## src/hw/rtl/pcbt_pkg.sv

```systemverilog
// Shared types and constants for the PC breakpoint table.
// No dependencies; compile first.
`default_nettype none

package pcbt_pkg;

    localparam int TABLE_ENTRIES_DEF = 128;

    localparam int PC_W   = 16;
    localparam int BANK_W = 8;
    localparam int KEY_W  = PC_W + BANK_W;

    typedef enum logic [1:0] {
        FN_CHECK  = 2'd0,
        FN_TOGGLE = 2'd1,
        FN_ARM    = 2'd2,
        FN_CLEAR  = 2'd3
    } t_func;

    typedef enum logic [1:0] {
        TG_NONE    = 2'd0,
        TG_ADDED   = 2'd1,
        TG_REMOVED = 2'd2,
        TG_FULL    = 2'd3
    } t_tg;

    // controller -> datapath
    typedef struct packed {
        logic start;   // latch transaction, restart scan
        logic issue;   // issue table read at scan address
        logic finish;  // apply update, load result register
    } t_cmd;

    // datapath -> controller
    typedef struct packed {
        t_func op;
        logic  last_addr;
        logic  out_busy;
    } t_sts;

endpackage

`default_nettype wire

```

## src/hw/rtl/pcbt_ram.sv

```systemverilog
// Generic simple dual-port RAM, one write and one registered read port.
// No dependencies.
`default_nettype none

module pcbt_ram #(
    parameter int WIDTH = 24,
    parameter int DEPTH = 128
) (
    input  wire logic                                      i_clk,
    input  wire logic                                      i_we,
    input  wire logic [$clog2(DEPTH > 1 ? DEPTH : 2)-1:0]  i_waddr,
    input  wire logic [WIDTH-1:0]                          i_wdata,
    input  wire logic [$clog2(DEPTH > 1 ? DEPTH : 2)-1:0]  i_raddr,
    output logic      [WIDTH-1:0]                          o_rdata
);

    logic [WIDTH-1:0] r_mem [DEPTH];

    always_ff @(posedge i_clk) begin
        if (i_we) begin
            r_mem[i_waddr] <= i_wdata;
        end
        o_rdata <= r_mem[i_raddr];
    end

endmodule

`default_nettype wire

```

## src/hw/rtl/pcbt_ctrl.sv

```systemverilog
// Sequencer for the PC breakpoint table: accept, scan, drain, finish.
// Depends on pcbt_pkg.
`default_nettype none

module pcbt_ctrl (
    input  wire logic           i_clk,
    input  wire logic           i_rst_n,
    input  wire logic           i_in_valid,
    output logic                o_in_ready,
    input  wire pcbt_pkg::t_sts i_sts,
    output pcbt_pkg::t_cmd      o_cmd
);
    import pcbt_pkg::*;

    typedef enum logic [3:0] {
        ST_IDLE   = 4'b0001,
        ST_SCAN   = 4'b0010,
        ST_DRAIN  = 4'b0100,
        ST_FINISH = 4'b1000
    } t_state;

    t_state r_state, n_state;

    always_comb begin
        n_state      = r_state;
        o_in_ready   = 1'b0;
        o_cmd.start  = 1'b0;
        o_cmd.issue  = 1'b0;
        o_cmd.finish = 1'b0;
        case (r_state)
            ST_IDLE: begin
                o_in_ready = 1'b1;
                if (i_in_valid) begin
                    o_cmd.start = 1'b1;
                    n_state     = ST_SCAN;
                end
            end
            ST_SCAN: begin
                // arm and clear need no scan
                if (i_sts.op == FN_ARM || i_sts.op == FN_CLEAR) begin
                    n_state = ST_FINISH;
                end else begin
                    o_cmd.issue = 1'b1;
                    if (i_sts.last_addr) begin
                        n_state = ST_DRAIN;
                    end
                end
            end
            ST_DRAIN: begin
                n_state = ST_FINISH;
            end
            ST_FINISH: begin
                if (!i_sts.out_busy) begin
                    o_cmd.finish = 1'b1;
                    n_state      = ST_IDLE;
                end
            end
            default: begin
                n_state = ST_IDLE;
            end
        endcase
    end

    always_ff @(posedge i_clk) begin
        if (!i_rst_n) begin
            r_state <= ST_IDLE;
        end else begin
            r_state <= n_state;
        end
    end

endmodule

`default_nettype wire

```

## src/hw/rtl/pcbt_dp.sv

```systemverilog
// Datapath: entry RAM, active bits, one-shot entry, scan compare, result register.
// Depends on pcbt_pkg and pcbt_ram.
`default_nettype none

module pcbt_dp #(
    parameter int TABLE_ENTRIES = pcbt_pkg::TABLE_ENTRIES_DEF
) (
    input  wire logic                        i_clk,
    input  wire logic                        i_rst_n,
    input  wire pcbt_pkg::t_cmd              i_cmd,
    output pcbt_pkg::t_sts                   o_sts,
    input  wire logic [1:0]                  i_func,
    input  wire logic [pcbt_pkg::PC_W-1:0]   i_prog_counter,
    input  wire logic [pcbt_pkg::BANK_W-1:0] i_bank_number,
    output logic                             o_out_valid,
    input  wire logic                        i_out_ready,
    output logic                             o_hit,
    output logic [1:0]                       o_toggle_result
);
    import pcbt_pkg::*;

    localparam int AW = $clog2(TABLE_ENTRIES > 1 ? TABLE_ENTRIES : 2);
    localparam logic [AW-1:0] LAST = AW'(TABLE_ENTRIES - 1);

    // latched transaction
    t_func            r_op;
    logic [KEY_W-1:0] r_key;

    // scan pipeline
    logic [AW-1:0]    r_rd_addr;
    logic [AW-1:0]    r_cmp_idx;
    logic             r_cmp_vld;
    logic             r_cmp_act;
    logic [KEY_W-1:0] w_rdata;

    logic             r_match_found;
    logic [AW-1:0]    r_match_idx;
    logic             r_free_found;
    logic [AW-1:0]    r_free_idx;

    logic [TABLE_ENTRIES-1:0] r_active;

    logic              r_os_act;
    logic [KEY_W-1:0]  r_os_key;

    logic             r_out_valid;
    logic             r_hit;
    t_tg              r_tg;

    logic w_we;
    logic w_os_eq;
    logic w_eq;

    assign w_we    = i_cmd.finish && r_op == FN_TOGGLE && !r_match_found && r_free_found;
    assign w_os_eq = r_os_act && r_os_key == r_key;
    assign w_eq    = r_cmp_vld && r_cmp_act && w_rdata == r_key;

    pcbt_ram #(
        .WIDTH (KEY_W),
        .DEPTH (TABLE_ENTRIES)
    ) u_ram (
        .i_clk   (i_clk),
        .i_we    (w_we),
        .i_waddr (r_free_idx),
        .i_wdata (r_key),
        .i_raddr (r_rd_addr),
        .o_rdata (w_rdata)
    );

    assign o_sts.op        = r_op;
    assign o_sts.last_addr = r_rd_addr == LAST;
    assign o_sts.out_busy  = r_out_valid && !i_out_ready;

    assign o_out_valid     = r_out_valid;
    assign o_hit           = r_hit;
    assign o_toggle_result = r_tg;

    // payload and scan state
    always_ff @(posedge i_clk) begin
        if (i_cmd.start) begin
            r_op          <= t_func'(i_func);
            r_key         <= {i_prog_counter, i_bank_number};
            r_rd_addr     <= '0;
            r_match_found <= 1'b0;
            r_free_found  <= 1'b0;
        end else begin
            if (i_cmd.issue) begin
                r_rd_addr <= r_rd_addr + 1'b1;
            end
            if (w_eq && !r_match_found) begin
                r_match_found <= 1'b1;
                r_match_idx   <= r_cmp_idx;
            end
            if (r_cmp_vld && !r_cmp_act && !r_free_found) begin
                r_free_found <= 1'b1;
                r_free_idx   <= r_cmp_idx;
            end
        end
        r_cmp_idx <= r_rd_addr;
        r_cmp_act <= r_active[r_rd_addr];
        if (i_cmd.finish) begin
            r_hit <= r_op == FN_CHECK && (r_match_found || w_os_eq);
            case (r_op)
                FN_TOGGLE: begin
                    if (r_match_found) begin
                        r_tg <= TG_REMOVED;
                    end else if (r_free_found) begin
                        r_tg <= TG_ADDED;
                    end else begin
                        r_tg <= TG_FULL;
                    end
                end
                default: begin
                    r_tg <= TG_NONE;
                end
            endcase
        end
    end

    // control state
    always_ff @(posedge i_clk) begin
        if (!i_rst_n) begin
            r_cmp_vld   <= 1'b0;
            r_active    <= '0;
            r_os_act    <= 1'b0;
            r_os_key    <= '0;
            r_out_valid <= 1'b0;
        end else begin
            r_cmp_vld <= i_cmd.issue;
            if (i_cmd.finish) begin
                r_out_valid <= 1'b1;
                case (r_op)
                    FN_CHECK: begin
                        if (!r_match_found && w_os_eq) begin
                            r_os_act <= 1'b0;
                        end
                    end
                    FN_TOGGLE: begin
                        if (r_match_found) begin
                            r_active[r_match_idx] <= 1'b0;
                        end else if (r_free_found) begin
                            r_active[r_free_idx] <= 1'b1;
                        end
                    end
                    FN_ARM: begin
                        r_os_act <= 1'b1;
                        r_os_key <= r_key;
                    end
                    default: begin
                        r_active <= '0;
                    end
                endcase
            end else if (i_out_ready) begin
                r_out_valid <= 1'b0;
            end
        end
    end

endmodule

`default_nettype wire

```

## src/hw/rtl/pc_breakpoint_table.sv

```systemverilog
// Top level of the PC breakpoint table: controller plus datapath.
// Depends on pcbt_pkg, pcbt_ctrl, pcbt_dp (and pcbt_ram below it).
`default_nettype none

//  channel | direction | handshake                  | payload
//  --------+-----------+----------------------------+------------------------------------
//  in      | input     | i_in_valid / o_in_ready    | i_func, i_prog_counter, i_bank_number
//  out     | output    | o_out_valid / i_out_ready  | o_hit, o_toggle_result
//
// Check and toggle scan every entry of the entry RAM read port, one entry per
// cycle, then pass the drain state before finish; arm and clear go from the scan
// state straight to finish. One transaction is in work at a time; a new one is
// taken while the previous result still sits in the output register.
// Synchronous active-low reset clears the active bits and one-shot at once; the
// entry RAM is not cleared and is only ever read behind an active bit.
// A stalled output holds the finished transaction in its final state until taken.

module pc_breakpoint_table #(
    parameter int TABLE_ENTRIES = pcbt_pkg::TABLE_ENTRIES_DEF
) (
    input  wire logic                        i_clk,
    input  wire logic                        i_rst_n,
    input  wire logic                        i_in_valid,
    output logic                             o_in_ready,
    input  wire logic [1:0]                  i_func,
    input  wire logic [pcbt_pkg::PC_W-1:0]   i_prog_counter,
    input  wire logic [pcbt_pkg::BANK_W-1:0] i_bank_number,
    output logic                             o_out_valid,
    input  wire logic                        i_out_ready,
    output logic                             o_hit,
    output logic [1:0]                       o_toggle_result
);
    import pcbt_pkg::*;

    t_cmd w_cmd;  // sequencing commands
    t_sts w_sts;  // op code, end of scan, output stall

    pcbt_ctrl u_ctrl (
        .i_clk      (i_clk),
        .i_rst_n    (i_rst_n),
        .i_in_valid (i_in_valid),
        .o_in_ready (o_in_ready),
        .i_sts      (w_sts),
        .o_cmd      (w_cmd)
    );

    pcbt_dp #(
        .TABLE_ENTRIES (TABLE_ENTRIES)
    ) u_dp (
        .i_clk           (i_clk),
        .i_rst_n         (i_rst_n),
        .i_cmd           (w_cmd),
        .o_sts           (w_sts),
        .i_func          (i_func),
        .i_prog_counter  (i_prog_counter),
        .i_bank_number   (i_bank_number),
        .o_out_valid     (o_out_valid),
        .i_out_ready     (i_out_ready),
        .o_hit           (o_hit),
        .o_toggle_result (o_toggle_result)
    );

endmodule

`default_nettype wire
```

## config.mk

```make
export PLATFORM = sky130hd
export DESIGN_NAME = pc_breakpoint_table
export DESIGN_NICKNAME = d
export VERILOG_FILES = /design/src/hw/rtl/pcbt_pkg.sv /design/src/hw/rtl/pcbt_ram.sv /design/src/hw/rtl/pcbt_ctrl.sv /design/src/hw/rtl/pcbt_dp.sv /design/src/hw/rtl/pc_breakpoint_table.sv
export SDC_FILE = /design/constraint.sdc
export NUM_CORES = 2
export LEC_CHECK = 0
export BUFFER_PORTS_ARGS = -buffer_cell sky130_fd_sc_hd__buf_2
export CAP_MARGIN = 20
export CORE_MARGIN = 2
export CORE_UTILIZATION = 60
export CTS_BUF_LIST = sky130_fd_sc_hd__clkbuf_4 sky130_fd_sc_hd__clkbuf_8 sky130_fd_sc_hd__clkbuf_16
export DETAILED_ROUTE_END_ITERATION = 6
export GPL_ROUTABILITY_DRIVEN = 0
export PLACE_DENSITY_LB_ADDON = 0.15
export SLEW_MARGIN = 10
export SYNTH_ARGS = -nofsm -noshare
export SYNTH_HDL_FRONTEND = slang
export SYNTH_SLANG_ARGS = --single-unit
```

## constraint.sdc

```tcl
create_clock -name i_clk -period 5 [get_ports i_clk]
set_clock_uncertainty 0.15 [all_clocks]
set_input_delay 0.5 -clock i_clk [delete_from_list [all_inputs] [get_ports i_clk]]
set_output_delay 0.5 -clock i_clk [all_outputs]
set_load 0.01 [all_outputs]
```

* Yosys cells after proc, flatten, opt, wreduce, memory -nomap -nowiden
Memory sizes are Yosys's and may differ from the RTL's. A register that Yosys moved wholly into a read port is not among the register bits.
Cells that the tools add are included.
** Cells by class
- Add/subtract/negate cells :: 1
- Order comparisons :: 5
- Eq/ne operators :: 15
- Multiplexer cells :: 29
- Bitwise operators :: 6
- Reductions and logical operators :: 31
** Operators by type and width (number)
- $mux 128 :: 2
- $pmux 128 s2 :: 1
- $and 128x128->128 :: 1
- $not 128->128 :: 1
- $or 128x128->128 :: 1
- $eq 24x24->1 :: 2
- $lt 7x8->1 const B :: 3
- $mux 4 :: 4
- $pmux 4 s4 :: 1
- $mux 1 :: 15
- $demux 1 s7 :: 2
- $ge 7x1->1 const B :: 2
- $logic_and 1x1->1 :: 14
- $reduce_and 3->1 :: 3
- $add 7x1->7 const B :: 1
- $bmux 1 s7 :: 1
- $eq 7x7->1 const B :: 1
- $ne 2x2->1 const B :: 3
- $ne 3x1->1 const B :: 2
- $reduce_and 2->1 :: 3
- $eq 2x2->1 const B :: 2
- $eq 4x1->1 const B :: 1
- $eq 4x2->1 const B :: 1
- $eq 4x3->1 const B :: 1
- other kinds (10) :: 19
** Storage, ports and cells
- Register bits after elaboration :: 219
- RAM bits :: 3072
- Input bits :: 30
- Output and inout port bits :: 5
- Logic and storage cells :: 106
- Memories :: 1
** Memories
- u_dp.u_ram.r_mem :: words 128, bits a word 24, rd ports 1, clocked after Yosys merged registers in 1, wr ports 1, line pcbt_ram.sv:17 : logic [WIDTH-1:0] r_mem [DEPTH];

* Depth between registers and ports, before layout
- Depth after elaboration :: 9
- Depth in mapped cells :: 11
- Depth with buffers taken out :: 6

* Hierarchy
From an unflattened synthesis, not the netlist that was laid out.
** Unflattened totals
- Cell total of the unflattened synthesis :: 5732
- Area total of the unflattened synthesis :: 127878.9 um^2
** Modules (own cells, without submodules)
- pcbt_ram :: instances 1, cells each 4538, area each 117381.3 um^2, sequential area each 92728.9 um^2
- pcbt_dp :: instances 1, cells each 1165, area each 10239.8 um^2, sequential area each 4734.5 um^2
- pcbt_ctrl :: instances 1, cells each 29, area each 257.7 um^2, sequential area each 80.1 um^2

* Worst setup path before layout
No wires, ideal clock.
- Path kind :: reg-to-reg
- Start point :: register u_dp.r_key[18]
- End point :: register u_dp.r_match_idx[0] (enable)
- Setup time :: 0.383 ns
- Arrival time :: 3.231 ns
- Required time :: 4.467 ns
- Setup slack :: 1.236 ns
- Stages on the path, launching flop included :: 5
- Path buffers :: 0
- Clock period less this slack :: 3.764 ns
- Cell sequence :: edfxtp_1 -> xnor2_1 -> nand3_1 -> or4_1 -> nor3_1
** Between the ends
- Longest elaborated chain between the ends :: 4
** RTL lines
- start, declared :: line pcbt_dp.sv:27 : logic [KEY_W-1:0] r_key;
- start signal, assigned :: line pcbt_dp.sv:82 : r_key <= {i_prog_counter, i_bank_number};
- $eq 24x24->1 :: line pcbt_dp.sv:56 : assign w_eq = r_cmp_vld && r_cmp_act && w_rdata == r_key;
- $logic_and 1x1->1 :: line pcbt_dp.sv:56
- $logic_and 1x1->1 :: line pcbt_dp.sv:90 : if (w_eq && !r_match_found) begin
- $reduce_and 2->1 (no source line)
- end signal, assigned :: line pcbt_dp.sv:92 : r_match_idx <= r_cmp_idx;
- end, declared :: line pcbt_dp.sv:37 : logic [AW-1:0] r_match_idx;
Every way passes these cells.
A chain may end at the register's enable or synchronous reset.

==> impl_metrics.csv <==
group,metric,value,unit
outcome,status,"complete, no violations",
critical_path,required,5610,ps
critical_path,cpPeakStageDelay,1000,ps
grt,grt_overflow,0,
die,boundaryPins,35,
final_layout,drive_gt1_share,26.2,%
grt,gr-usage-met2,50.2,%
critical_path,r2r-start,"u_dp.r_rd_addr[0]",
die,dieHeight,467,um
timing,relSlewSlack,11.7,%
timing,timing_worst_slew_pin_value,1320,ps
grt,grt_max_degree,130,
grt,grtUsageMet1,47.8,%
logic_synthesis,yosysSeqAreaShare,75.9,%
pwr,pwr_density_cell,395,nW/um^2
route,drtPass1Iterations,7,
die,coreArea,213000,um^2
critical_path,path_buf_inv,2,
logic_synthesis,synth.most_common_cell,"edfxtp_1",
critical_path,cpLargestDelayFamily,"multiplexers",
logic_synthesis,syn_inst,6573,
placement,io_buffers,34,
cts,postCtsResizedCells,0,
critical_path,cp.arrival,5120,ps
grt,grt.total_usage,33.6,%
grt,grt_pass1_vias,67800,
route,drt-initial-drc-count,11200,
die,rows,169,
grt,met3_usage,8.80,%
critical_path,critPathSlowestCell,"nor2_1",
grt,grt-busiest-layer,"met2",
final_layout,design_area,146000,um^2
cts,cts_tree,"done",
logic_synthesis,yosys_warnings,0,
final_layout,area_growth,13.3,%
cts,worstSkewPairLatency,940,ps
cts,cts-root-buf,"clkbuf_16",
timing,slew_viol_final,0,
cts,htreeDepth,5,
run,maxCapViolations,0,
final_layout,fill_cells,13300,
timing,setup_viol,0,
timing,finalCritPeriodShare,90.1,%
logic_synthesis,synth_commonest_cells,"3,115 x edfxtp_1, 695 x mux4_2, 357 x a21oi_1",
critical_path,rr_worst_depth,7,
logic_synthesis,postSynthAreaPerCell,19.6,um^2
final_layout,final_nets,7033,
logic_synthesis,yosysTopAreaCell,"edfxtp_1",
route,routed_wl,364000,um
pwr,p_leak,45.8,nW
logic_synthesis,ys_ff_latch,3315,
logic_synthesis,synthFlopType,"edfxtp_1",
critical_path,r2r_slack,490,ps
critical_path,worstSetupPathDepth,7,
timing,fmax,0.222,GHz
cts,clockBufferDepth,4,
die,start_util,60.5,%
logic_synthesis,synth_nets,6604,
logic_synthesis,synth_area_leaders,"edfxtp_1 73%, mux4_2 12%, dfxtp_1 3.1%",
logic_synthesis,synth_edf_count,3115,
critical_path,crit_chain,"buf_12, buf_4, mux4_2, mux2i_1, o22ai_1, nor2_1, a22oi_1",
route,route.vias.total,70300,
timing,hold_viol,0,
pwr,peakVddDrop,0.000477,V
critical_path,crit_fanout,33,
cts,clock-sinks,3315,
route,avgViaCountPerCell,6.97,
logic_synthesis,synth.distinct_cells,76,
die,die_area,218000,um^2
grt,grt_pass1_wl,512000,um
timing,period_needed,4510,ps
timing,rsz0062_at_grt,"false",
critical_path,setup.worst_path.end_class,"register",
min_path,hp-class,"in -> reg",
cts,clk_pin_slew_worst_paths,60,ps
logic_synthesis,ys_async_sr_fraction,0,%
die,dieWidth,467,um
placement,dp_hpwl,218000,um
logic_synthesis,synth_area,129000,um^2
timing,setup_tns,0,ps
route,wire_per_inst,36.0,um
critical_path,crit_type,"reg -> reg",
critical_path,crit_path_start,"u_dp.r_rd_addr[0]",
critical_path,r2r-end,"u_dp.u_ram.o_rdata[8]",
critical_path,endpoint,"u_dp.u_ram.o_rdata[8]",
route,post-route-drc-count,0,
placement,place_area,134000,um^2
logic_synthesis,yosys.area.top_type_share,72.8,%
route,antenna_left,0,
cts,cts_made_buffers,340,
grt,antenna_found_initial,23,
critical_path,cp-start-kind,"register",
[registers in the layout (all words and copies together) (netlist names), 2 cells and up]
name and flops:
u_dp.u_ram.r_mem 3072, u_dp.r_active 128, u_dp.r_key 24, u_dp.r_os_key 24
u_dp.u_ram.o_rdata 24, u_dp.r_cmp_idx 7, u_dp.r_free_idx 7, u_dp.r_match_idx 7
u_dp.r_rd_addr 7, u_ctrl.r_state 4, u_dp.o_toggle_result 2, u_dp.r_op 2
[worst reg2reg max path, cell delays in order, from the launching register on]
cell and delay, ps:
dfxtp_4 980, buf_12 360, buf_4 330, mux4_2 530, mux2i_1 570, o22ai_1 190
nor2_1 1000, a22oi_1 210
[report_power, final]
part / total, mW / internal [mW] / switching [mW]
clock network: 24.7 / 14.5 / 10.2
logic: 2.09 / 0.622 / 1.47
registers: 30.7 / 30.6 / 0.112
total: 57.6 / 45.8 / 11.8
[metal layers]
layer  part of all wire, %  up-vias
li1                      -    27800
met1                    37    36800
met2                    46     4895
met3                    13      777
met4                   4.6       14
met5                 0.027        -
[cells by family (layout without fill, tap and decap cells)]
logic type,after synthesis,after routing,synth area share (%)
AOI/OAI and AO/OA,918,918,4.47
xor gates and xnor gates,55,55,0.375
adders and majority gates,1,1,0.00973
buffers and inverters,405,1091,1.50
DFF,3315,3315,75.9
muxes,1013,1013,14.7
other,0,8,0
and+or+nand+nor,866,866,3.08
[worst min-delay path by stage]
stage,start,end,cells past startpoint
final,i_bank_number[1],u_dp.r_key[1],2
after detailed placement,u_dp.r_cmp_idx[3],u_dp.r_match_idx[3],0
after global placement,u_dp.r_cmp_idx[4],u_dp.r_free_idx[4],0
after CTS,i_bank_number[6],u_dp.r_key[6],2
after floorplan,u_dp.r_rd_addr[2],u_dp.r_cmp_idx[2],0
after global routing,i_prog_counter[7],u_dp.r_key[15],2
[final cells by class]
class	count	area, um^2	share of cell area (%)
Sequential cell	3315	97600	67.0
Multi-Input combinational cell	2853	29500	20.3
Clock buffer	436	9370	6.43
Timing Repair Buffer	479	4090	2.81
Tap cell	2821	3530	2.42
Clock inverter	163	1450	0.998
Inverter	13	58.8	0.0404
Antenna cell	8	20.0	0.0137
[cell usage in the layout, fill, tap and decap left out, types with 33 or more instances in the layout]
| cell type | n |
|---|---|
| xnor2_1 | 37 |
| nand3_1 | 37 |
| nor2_1 | 201 |
| nor3_1 | 36 |
| buf_4 | 372 |
| clkbuf_16 | 344 |
| a22oi_1 | 79 |
| mux4_2 | 695 |
| nor2_2 | 137 |
| clkinv_1 | 64 |
| mux2i_1 | 285 |
| buf_2 | 33 |
| edfxtp_1 | 3115 |
| clkbuf_4 | 82 |
| a21oi_1 | 357 |
| o21ai_0 | 148 |
| clkinv_2 | 56 |
| dfxtp_1 | 193 |
| nor2b_1 | 38 |
| buf_12 | 39 |
| o22ai_1 | 58 |
| nand2_1 | 293 |
[metrics by stage]
step / setup WS, ps / hold WS, ps / total power [mW] / instances / utilization, %
4_1_cts: 614 / 53.9 / 57.8 / 10100 / 68.5
3_5_place_dp: 630 / 262 / 33.4 / 9446 / 63.3
2_1_floorplan: 1240 / 176 / 32.5 / 6573 / -
5_1_grt: 604 / 97.4 / 59.0 / 10100 / 68.5
3_3_place_gp: 315 / 257 / 33.3 / 9443 / 63.2
6_report: 493 / 114 / 57.6 / 10100 / 68.5
[timing repair]
action                                 in CTS  in global routing
setup buffers                               0                  0
hold buffers                               31                  0
setup endpoints to repair                   0                  0
endpoints found under the hold margin      44                  0
No activity file was read; power rests on OpenSTA's default activity.
